### src/sv/annexb_keyframe_indexer_assert.svh
// Assertion helpers shared by the keyframe indexer modules.
// Each helper expects clk_i and rst_ni to be visible where it is used.
`ifndef ANNEXB_KEYFRAME_INDEXER_ASSERT_SVH
`define ANNEXB_KEYFRAME_INDEXER_ASSERT_SVH

// Checks a property on every rising clock edge outside reset.
`define AKFI_ASSERT(lbl, prop, msg) \
  lbl: assert property (@(posedge clk_i) disable iff (!rst_ni) (prop)) else $error(msg);

// Checks that a condition implies a consequence in the same cycle.
`define AKFI_ASSERT_IMP(lbl, ante, cons, msg) \
  `AKFI_ASSERT(lbl, (ante) |-> (cons), msg)

`endif

### src/sv/akfi_pkg.sv
`default_nettype none

package akfi_pkg;

  // Result buffer sizing. Two free entries are needed to take a byte.
  localparam int RES_FIFO_DEPTH = 4;
  localparam int RES_PTR_W      = 2;
  localparam int RES_CNT_W      = 3;

  localparam int FIELD_W   = 31;
  localparam int TDATA_W   = 96;
  localparam int HIST_DEPTH = 5;
  localparam int FILL_W    = 3;

  localparam logic [FIELD_W-1:0] COUNT_MAX = 31'h7fff_ffff;

  // NAL unit types of interest.
  localparam logic [4:0] NAL_SLICE = 5'd1;
  localparam logic [4:0] NAL_IDR   = 5'd5;
  localparam logic [4:0] NAL_SPS   = 5'd7;
  localparam logic [4:0] NAL_PPS   = 5'd8;

  typedef enum logic {
    KIND_KEYFRAME = 1'b0,
    KIND_SUMMARY  = 1'b1
  } result_kind_e;

  typedef struct packed {
    result_kind_e       kind;
    logic [FIELD_W-1:0] start_offset;
    logic [FIELD_W-1:0] picture_index;
    logic [FIELD_W-1:0] keyframe_total;
    logic               final_result;
  } result_t;

  // Which of the two write slots carry a result this cycle.
  typedef struct packed {
    logic first;
    logic second;
  } push_t;

endpackage

`default_nettype wire

### src/sv/annexb_keyframe_indexer.sv
// H.264 Annex B keyframe indexer. Bytes of an elementary stream enter on the
// slave stream port, one per transfer, with tlast on the final byte. The block
// looks for 00 00 01 start codes and judges each one when the byte four places
// after it arrives, reading the NAL type and the first-slice bit. An IDR
// picture that follows a sequence parameter set and then a picture parameter
// set produces a keyframe result (tuser 0) carrying the byte offset of that
// SPS start code (one byte earlier when a zero byte leads it), the number of
// pictures before it and the running keyframe count. The final byte produces
// a summary result (tuser 1) with the picture and keyframe totals, after which
// all tracking returns to its reset state. tlast on the master side marks the
// last result caused by one input byte. The block takes one byte per clock
// cycle: all per-byte work is a single pass of compare and counter logic on
// the history registers, and results land in a four-entry result buffer in the
// following cycle. tready drops only while that buffer has fewer than two free
// entries, since one byte can produce two results and the buffer drains one
// per cycle while m_axis_tready_i is high. Counters saturate at 2**31-1, and
// the byte position saturates at 2**POSITION_WIDTH-1.
`default_nettype none

module annexb_keyframe_indexer #(
  parameter int POSITION_WIDTH = 31
) (
  input  wire         clk_i,
  input  wire         rst_ni,
  input  wire         s_axis_tvalid_i,
  output logic        s_axis_tready_o,
  input  wire  [7:0]  s_axis_tdata_i,   // [7:0] stream_byte
  input  wire         s_axis_tlast_i,   // last_byte
  output logic        m_axis_tvalid_o,
  input  wire         m_axis_tready_i,
  output logic [akfi_pkg::TDATA_W-1:0] m_axis_tdata_o,
                                        // [30:0] start_offset, [61:31] picture_index,
                                        // [92:62] keyframe_total, [95:93] zero
  output logic        m_axis_tuser_o,   // result_kind
  output logic        m_axis_tlast_o    // final_result
);
  import akfi_pkg::*;

  localparam int PW = POSITION_WIDTH;

  // Stream history: slot 0 is the oldest byte, slot 4 the newest.
  logic [7:0]         hist_q [HIST_DEPTH];
  logic [7:0]         hist_d [HIST_DEPTH];
  logic [FILL_W-1:0]  fill_q, fill_d;
  logic [PW-1:0]      pos_q, pos_d;
  logic [PW-1:0]      sps_off_q, sps_off_d;
  logic               sps_seen_q, sps_seen_d;
  logic               pps_seen_q, pps_seen_d;
  logic [FIELD_W-1:0] pic_cnt_q, pic_cnt_d;
  logic [FIELD_W-1:0] key_cnt_q, key_cnt_d;

  logic               accept;
  logic               last;
  logic [7:0]         cur;
  logic               sc_hit;
  logic [4:0]         nal_type;
  logic [PW-1:0]      at;
  logic [PW-1:0]      sc_off;
  logic               new_pic;
  logic               keyframe;
  logic [FIELD_W-1:0] key_cnt_new;
  logic [FIELD_W-1:0] pic_cnt_new;

  push_t              push;
  result_t            key_res;
  result_t            sum_res;
  result_t            slot0;
  result_t            out_res;
  logic               space;

  assign accept          = s_axis_tvalid_i & s_axis_tready_o;
  assign s_axis_tready_o = space;
  assign last            = s_axis_tlast_i;
  assign cur             = s_axis_tdata_i;

  // Start code window sits in slots 1..3, the NAL header byte in slot 4, and
  // the incoming byte carries the first-slice mark in its top bit.
  always_comb begin
    sc_hit   = (fill_q >= FILL_W'(4)) && (hist_q[1] == 8'h00) &&
               (hist_q[2] == 8'h00) && (hist_q[3] == 8'h01);
    nal_type = hist_q[4][4:0];
    at       = (pos_q >= PW'(4)) ? pos_q - PW'(4) : '0;
    // A leading zero only counts when it is a received byte.
    sc_off   = ((fill_q == FILL_W'(HIST_DEPTH)) && (hist_q[0] == 8'h00) && (at != '0))
               ? at - 1'b1 : at;
    new_pic  = sc_hit && ((nal_type == NAL_SLICE) || (nal_type == NAL_IDR)) && cur[7];
    keyframe = new_pic && (nal_type == NAL_IDR) && sps_seen_q && pps_seen_q;

    key_cnt_new = key_cnt_q;
    if (keyframe && (key_cnt_q != COUNT_MAX)) begin
      key_cnt_new = key_cnt_q + 1'b1;
    end
    pic_cnt_new = pic_cnt_q;
    if (new_pic && (pic_cnt_q != COUNT_MAX)) begin
      pic_cnt_new = pic_cnt_q + 1'b1;
    end
  end

  // Tracking state update for one accepted byte.
  always_comb begin
    for (int k = 0; k < HIST_DEPTH; k++) begin
      hist_d[k] = hist_q[k];
    end
    fill_d     = fill_q;
    pos_d      = pos_q;
    sps_off_d  = sps_off_q;
    sps_seen_d = sps_seen_q;
    pps_seen_d = pps_seen_q;
    pic_cnt_d  = pic_cnt_q;
    key_cnt_d  = key_cnt_q;

    if (accept) begin
      if (last) begin
        // End of stream: everything goes back to its reset value.
        for (int k = 0; k < HIST_DEPTH; k++) begin
          hist_d[k] = '0;
        end
        fill_d     = '0;
        pos_d      = '0;
        sps_off_d  = '0;
        sps_seen_d = 1'b0;
        pps_seen_d = 1'b0;
        pic_cnt_d  = '0;
        key_cnt_d  = '0;
      end else begin
        for (int k = 0; k < HIST_DEPTH - 1; k++) begin
          hist_d[k] = hist_q[k+1];
        end
        hist_d[HIST_DEPTH-1] = cur;
        if (fill_q != FILL_W'(HIST_DEPTH)) begin
          fill_d = fill_q + 1'b1;
        end
        if (pos_q != '1) begin
          pos_d = pos_q + 1'b1;
        end
        pic_cnt_d = pic_cnt_new;
        key_cnt_d = key_cnt_new;
        if (sc_hit) begin
          if (nal_type == NAL_SPS) begin
            sps_off_d  = sc_off;
            sps_seen_d = 1'b1;
            pps_seen_d = 1'b0;
          end else if (nal_type == NAL_PPS) begin
            if (sps_seen_q) begin
              pps_seen_d = 1'b1;
            end
          end else if (new_pic) begin
            // Any new picture drops the pending parameter sets.
            sps_seen_d = 1'b0;
            pps_seen_d = 1'b0;
          end
        end
      end
    end
  end

  always_ff @(posedge clk_i) begin
    for (int k = 0; k < HIST_DEPTH; k++) begin
      hist_q[k] <= hist_d[k];
    end
    sps_off_q <= sps_off_d;
  end

  always_ff @(posedge clk_i or negedge rst_ni) begin
    if (!rst_ni) begin
      fill_q     <= '0;
      pos_q      <= '0;
      sps_seen_q <= 1'b0;
      pps_seen_q <= 1'b0;
      pic_cnt_q  <= '0;
      key_cnt_q  <= '0;
    end else begin
      fill_q     <= fill_d;
      pos_q      <= pos_d;
      sps_seen_q <= sps_seen_d;
      pps_seen_q <= pps_seen_d;
      pic_cnt_q  <= pic_cnt_d;
      key_cnt_q  <= key_cnt_d;
    end
  end

  // Result assembly. A keyframe always goes ahead of the summary.
  always_comb begin
    key_res.kind           = KIND_KEYFRAME;
    key_res.start_offset   = FIELD_W'(sps_off_q);
    key_res.picture_index  = pic_cnt_q;
    key_res.keyframe_total = key_cnt_new;
    key_res.final_result   = !last;

    sum_res.kind           = KIND_SUMMARY;
    sum_res.start_offset   = '0;
    sum_res.picture_index  = pic_cnt_new;
    sum_res.keyframe_total = key_cnt_new;
    sum_res.final_result   = 1'b1;

    push.first  = accept && (keyframe || last);
    push.second = accept && keyframe && last;
    slot0       = keyframe ? key_res : sum_res;
  end

  akfi_rfifo u_rfifo (
    .clk_i   (clk_i),
    .rst_ni  (rst_ni),
    .push_i  (push),
    .data0_i (slot0),
    .data1_i (sum_res),
    .space_o (space),
    .valid_o (m_axis_tvalid_o),
    .ready_i (m_axis_tready_i),
    .data_o  (out_res)
  );

  assign m_axis_tdata_o = {3'b000, out_res.keyframe_total, out_res.picture_index,
                           out_res.start_offset};
  assign m_axis_tuser_o = out_res.kind;
  assign m_axis_tlast_o = out_res.final_result;

`include "annexb_keyframe_indexer_assert.svh"

  `AKFI_ASSERT(a_last_clears, (accept && last) |=> ((fill_q == '0) && (pos_q == '0) && (pic_cnt_q == '0)), "state not cleared after final byte")
  `AKFI_ASSERT_IMP(a_fill_tracks_pos, fill_q < FILL_W'(HIST_DEPTH), pos_q == PW'(fill_q), "history fill and position disagree")
  `AKFI_ASSERT_IMP(a_pps_needs_sps, pps_seen_q, sps_seen_q, "PPS armed without SPS")

endmodule

`default_nettype wire

### src/sv/akfi_rfifo.sv
`default_nettype none

module akfi_rfifo (
  input  wire                    clk_i,
  input  wire                    rst_ni,
  input  akfi_pkg::push_t        push_i,
  input  akfi_pkg::result_t      data0_i,
  input  akfi_pkg::result_t      data1_i,
  output logic                   space_o,
  output logic                   valid_o,
  input  wire                    ready_i,
  output akfi_pkg::result_t      data_o
);
  import akfi_pkg::*;

  result_t              entry_q [RES_FIFO_DEPTH];
  logic [RES_PTR_W-1:0] wr_ptr_q, wr_ptr_d;
  logic [RES_PTR_W-1:0] rd_ptr_q, rd_ptr_d;
  logic [RES_CNT_W-1:0] count_q, count_d;
  logic                 pop;

  assign valid_o = (count_q != '0);
  assign data_o  = entry_q[rd_ptr_q];
  assign pop     = valid_o & ready_i;
  assign space_o = (count_q <= RES_CNT_W'(RES_FIFO_DEPTH - 2));

  always_comb begin
    wr_ptr_d = wr_ptr_q + RES_PTR_W'(push_i.first) + RES_PTR_W'(push_i.second);
    rd_ptr_d = rd_ptr_q + RES_PTR_W'(pop);
    count_d  = count_q + RES_CNT_W'(push_i.first) + RES_CNT_W'(push_i.second)
               - RES_CNT_W'(pop);
  end

  always_ff @(posedge clk_i) begin
    if (push_i.first) begin
      entry_q[wr_ptr_q] <= data0_i;
    end
    if (push_i.second) begin
      entry_q[RES_PTR_W'(wr_ptr_q + 1'b1)] <= data1_i;
    end
  end

  always_ff @(posedge clk_i or negedge rst_ni) begin
    if (!rst_ni) begin
      wr_ptr_q <= '0;
      rd_ptr_q <= '0;
      count_q  <= '0;
    end else begin
      wr_ptr_q <= wr_ptr_d;
      rd_ptr_q <= rd_ptr_d;
      count_q  <= count_d;
    end
  end

`include "annexb_keyframe_indexer_assert.svh"

  `AKFI_ASSERT(a_count_bound, count_q <= RES_CNT_W'(RES_FIFO_DEPTH), "result buffer overflow")
  `AKFI_ASSERT_IMP(a_push_order, push_i.second, push_i.first, "second slot written alone")
  `AKFI_ASSERT(a_pop_count, (pop && !push_i.first) |=> (count_q == $past(count_q) - 1'b1), "pop miscounted")

endmodule

`default_nettype wire

### config.mk
export PLATFORM = sky130hd
export DESIGN_NAME = annexb_keyframe_indexer
export DESIGN_NICKNAME = d
export VERILOG_FILES = /design/src/sv/akfi_pkg.sv /design/src/sv/annexb_keyframe_indexer.sv /design/src/sv/akfi_rfifo.sv
export VERILOG_INCLUDE_DIRS = /design/src /design/src/sv
export SDC_FILE = /design/constraint.sdc
export NUM_CORES = 1
export LEC_CHECK = 0
export ABC_AREA = 1
export BUFFER_PORTS_ARGS = -buffer_cell sky130_fd_sc_hd__buf_2
export CORE_MARGIN = 3
export CORE_UTILIZATION = 55
export DETAILED_ROUTE_END_ITERATION = 10
export GPL_TIMING_DRIVEN = 0
export PLACE_DENSITY = 0.72
export SYNTH_ARGS = -nofsm -noshare
export SYNTH_HDL_FRONTEND = slang
export SYNTH_SLANG_ARGS = --single-unit
### constraint.sdc
create_clock -name clk_i -period 3.8 [get_ports clk_i]
set_clock_uncertainty 0.15 [all_clocks]
set_input_delay 0.76 -clock clk_i [delete_from_list [all_inputs] [get_ports clk_i]]
set_output_delay 0.76 -clock clk_i [all_outputs]
set_load 0.02 [all_outputs]
==> metrics.md <==
| Metric | Value |
|---|---|
| DIE WIDTH | 235 um |
| Full die area | 55200 um^2 |
| Setup CP Type | reg -> out |
| Final WL | 89400 um |
| Overflow after GRT | 0 |
| IO Count | 113 |
| Final #Nets | 3776 |
| Mean Syn Cell Area | 8.07 um^2 |
| Yosys warning count | 0 |
| Post-route ant nets | 0 |
| Initial DRC count | 3738 |
| Filler cells | 4447 |
| Gp weighted congestion | 0.986 |
| P_leak | 13.4 nW |
| Final hold slack | 0.250 ns |
| Post-synth cell types | 48 |
| CP max stage delay | 0.39 ns |
| Root buffer selected by CTS | clkbuf_16 |
| CP max-delay cell | dfrtp_1 |
| Share of the synthesized area in the top cell type | 0.333 |
| Core Area | 51600 um^2 |
| Placement Cell Area | 30400 um^2 |
| Number of max-cap violations | 0 |
| Hold Vio Cnt, Final | 0 |
| Most frequent CP cell | clkbuf_4 |
| Cts bufs inserted | 56 |
| GRT Overall Usage | 0.309 |
| Vias post-DR | 26353 |
| Main flop type after synthesis | edfxtp_1 |
| Setup WS post-layout | 0.00391 ns |
| Total power | 23.5 mW |
| Vias per inst | 5.89 |
| Critical path capture point type | output pin |
| Post-CTS setup buffer count | 0 |
| Clock sink total | 556 |
| Synth Register Bits | 556 |
| Final worst-path cycle share | 0.999 |
| # H-tree levels | 2 |
| Seq/Total Area, Yosys | 0.515 |
| Num rows | 83 |
| Initial core utilization | 0.558 |
| Largest net degree at the start of global routing | 81 |
| Post-place setup slack | -0.519 ns |
| Normalized max-slew margin | 0.229 |
| Leading cell type in the layout, fill and taps excluded | nand2_1 |
| Clock transition at path regs | 0.06 ns |
| IO Port Bufs | 109 |
| Synth area leader | edfxtp_1 |
| CP Launch Type | flop |
| Clock Tree Buf Depth | 3 |
| Vias in the first global route | 23249 |
| Status | finished clean |
| Final Instance Area | 32600 um^2 |
| CP Max Fanout | 10 |
| Crit path required time | 2.89 ns |
| DRT Pass-1 Iters | 6 |
| Share of layout cells above drive strength 1 | 0.104 |
| Ranking of synthesized cells by area | edfxtp_1 33%, nand2_1 11%, dfxtp_1 9.2%, dfrtp_1 9.1%, o21ai_0 7.7% |
| Hold WC Path Type | in -> reg |
| First-pass GRT wire length | 135000 um |
| Residual DRC | 0 |
| Post-synthesis cell area | 28800 um^2 |
| Max-slew violation count | 0 |
| Worst-path cell chain | clkbuf_2, clkinv_4, clkbuf_4, clkbuf_4, nor2_1, o22ai_1, buf_2 |
| PD cells | 720 nW/um^2 |
| Asr flop ratio synth | 0.189 |
| Layout area overhead | 13.1% |
| # setup viols final | 0 |
| Max Clk Rate | 263 MHz |
| EDFF count, synth | 319 |
| Worst-skew pair later-pin latency | 0.65 ns |
| Routed len/inst | 20.0 um |
| Half-perimeter wire length after placement | 63400 um |
| RSZ-0062 raised after global routing | yes |
| Worst-margin pin slew | 1.15 ns |
| Critical path arrival | 2.89 ns |
| Number of antenna violations at the first check in global routing | 0 |
| Cells after Synth | 3570 |
| Die Ht | 235 um |
| Minimum clock period | 3.80 ns |
| CTS tree | done |
| Maximum vdd drop | 0.447 mV |
| Most frequent cells in the layout | 822 x nand2_1, 477 x nor2_1, 439 x o21ai_0 |
| Diode count | 0 |
==> metrics by stage <==
step / setup TNS [ns] / utilization / std cells
finish: 0 / 0.631 / 4474
CTS: 0 / 0.629 / 4473
global route: -0.0107 / 0.631 / 4474
global placement: -353.81 / 0.585 / 4361
floorplan: 0 / - / 3572
detailed placement: -85.14 / 0.589 / 4367
==> final timing paths <==
path                                              from                     end  slack [ns]  cells after the start
worst max-delay path               u_rfifo.rd_ptr_q[0]      m_axis_tdata_o[77]       0.004                      7
worst min-delay path                 s_axis_tdata_i[4]           hist_q[0][36]        0.25                      3
worst max register to register           hist_q[0][21]  u_rfifo.entry_q[3][29]        0.05                     11
worst min register to register  u_rfifo.entry_q[2][67]  u_rfifo.entry_q[2][67]        0.30                      2
max in group asynchronous                       rst_ni           key_cnt_q[15]        2.34                      3
min in group asynchronous                       rst_ni      u_rfifo.count_q[0]        0.41                      2
==> state kept, by name, summed over array words and instances (netlist names) <==
| name | cells |
|---|---|
| fill_q | 3 |
| hist_q | 40 |
| key_cnt_q | 31 |
| pic_cnt_q | 31 |
| pos_q | 31 |
| pps_seen_q | 1 |
| sps_off_q | 31 |
| sps_seen_q | 1 |
| u_rfifo.count_q | 3 |
| u_rfifo.entry_q | 380 |
| u_rfifo.rd_ptr_q | 2 |
| u_rfifo.wr_ptr_q | 2 |
==> where the power goes <==
part           switching, mW  total, mW  internal (mW)
logic                   7.23       9.93           2.70
registers              0.478       7.61           7.13
clock network           2.50       5.93           3.44
total                   10.2       23.5           13.3
==> per-layer routing <==
layer / vias to the layer above / wire length (um) / track usage
li1: 12291 / - / -
met5: - / 0 / 0
met3: 183 / 10700 / 0.0661
met2: 1533 / 38100 / 0.450
met4: 0 / 2810 / 0.104
met1: 12346 / 37700 / 0.460
==> critical path, delay by kind of cell, from the launching register on <==
family	cells	cell delay, ns
buffers and inverters	5	1.40
and+or+nand+nor	1	0.06
AOI/OAI and AO/OA	1	0.37
DFF	1	0.39
==> cells in the mapped netlist (3+ instances only) <==
cell and instances:
nand2_1 822, nor2_1 480, o21ai_0 444, inv_1 321, edfxtp_1 319, nand3_1 240, o22ai_1 135, dfxtp_1 132
clkbuf_1 124, dfrtp_1 105, a21oi_1 53, nor3_1 53, xor2_1 52, nand4_1 44, buf_2 29, o21ai_1 25
nor4_1 23, buf_6 19, nand2_2 19, nor2_2 17, nor2_4 15, ha_1 14, inv_2 14, o31ai_1 9
o21ai_2 7, and2_1 6, nand3_2 5, nand3b_1 5, a21oi_2 4, buf_4 4, xnor2_1 4, clkinv_1 3
fa_1 3, nand2_4 3, o21a_1 3
==> area by class of cell <==
class / instances / area [um^2] / area share
clock buffer: 77 / 1630 / 0.0501
sequential: 556 / 14800 / 0.456
timing repair buffer: 117 / 744 / 0.0228
clock inverter: 29 / 363 / 0.0111
buffer: 176 / 950 / 0.0291
multi-input combinational: 2500 / 11900 / 0.366
tap: 680 / 851 / 0.0261
inverter: 339 / 1280 / 0.0392
==> kinds of logic (layout without fill, tap and decap cells) <==
logic type	count (synthesis)	in the layout	synth area share
DFF	556	556	0.515
buffers and inverters	516	738	0.0740
adders and majority gates	17	17	0.00817
other	1	3	0.000130
AOI/OAI and AO/OA	685	685	0.128
and+or+nand+nor	1739	1739	0.257
xor gates and xnor gates	56	56	0.0170
==> timing repair <==
item / CTS / global route
hold buffers: 1 / 0
resized for setup: 33 / 48
gates cloned: 0 / 1
endpoints found under the hold margin: 25 / 0
setup endpoints to repair: 265 / 252
(Power assumes the default switching activity.)
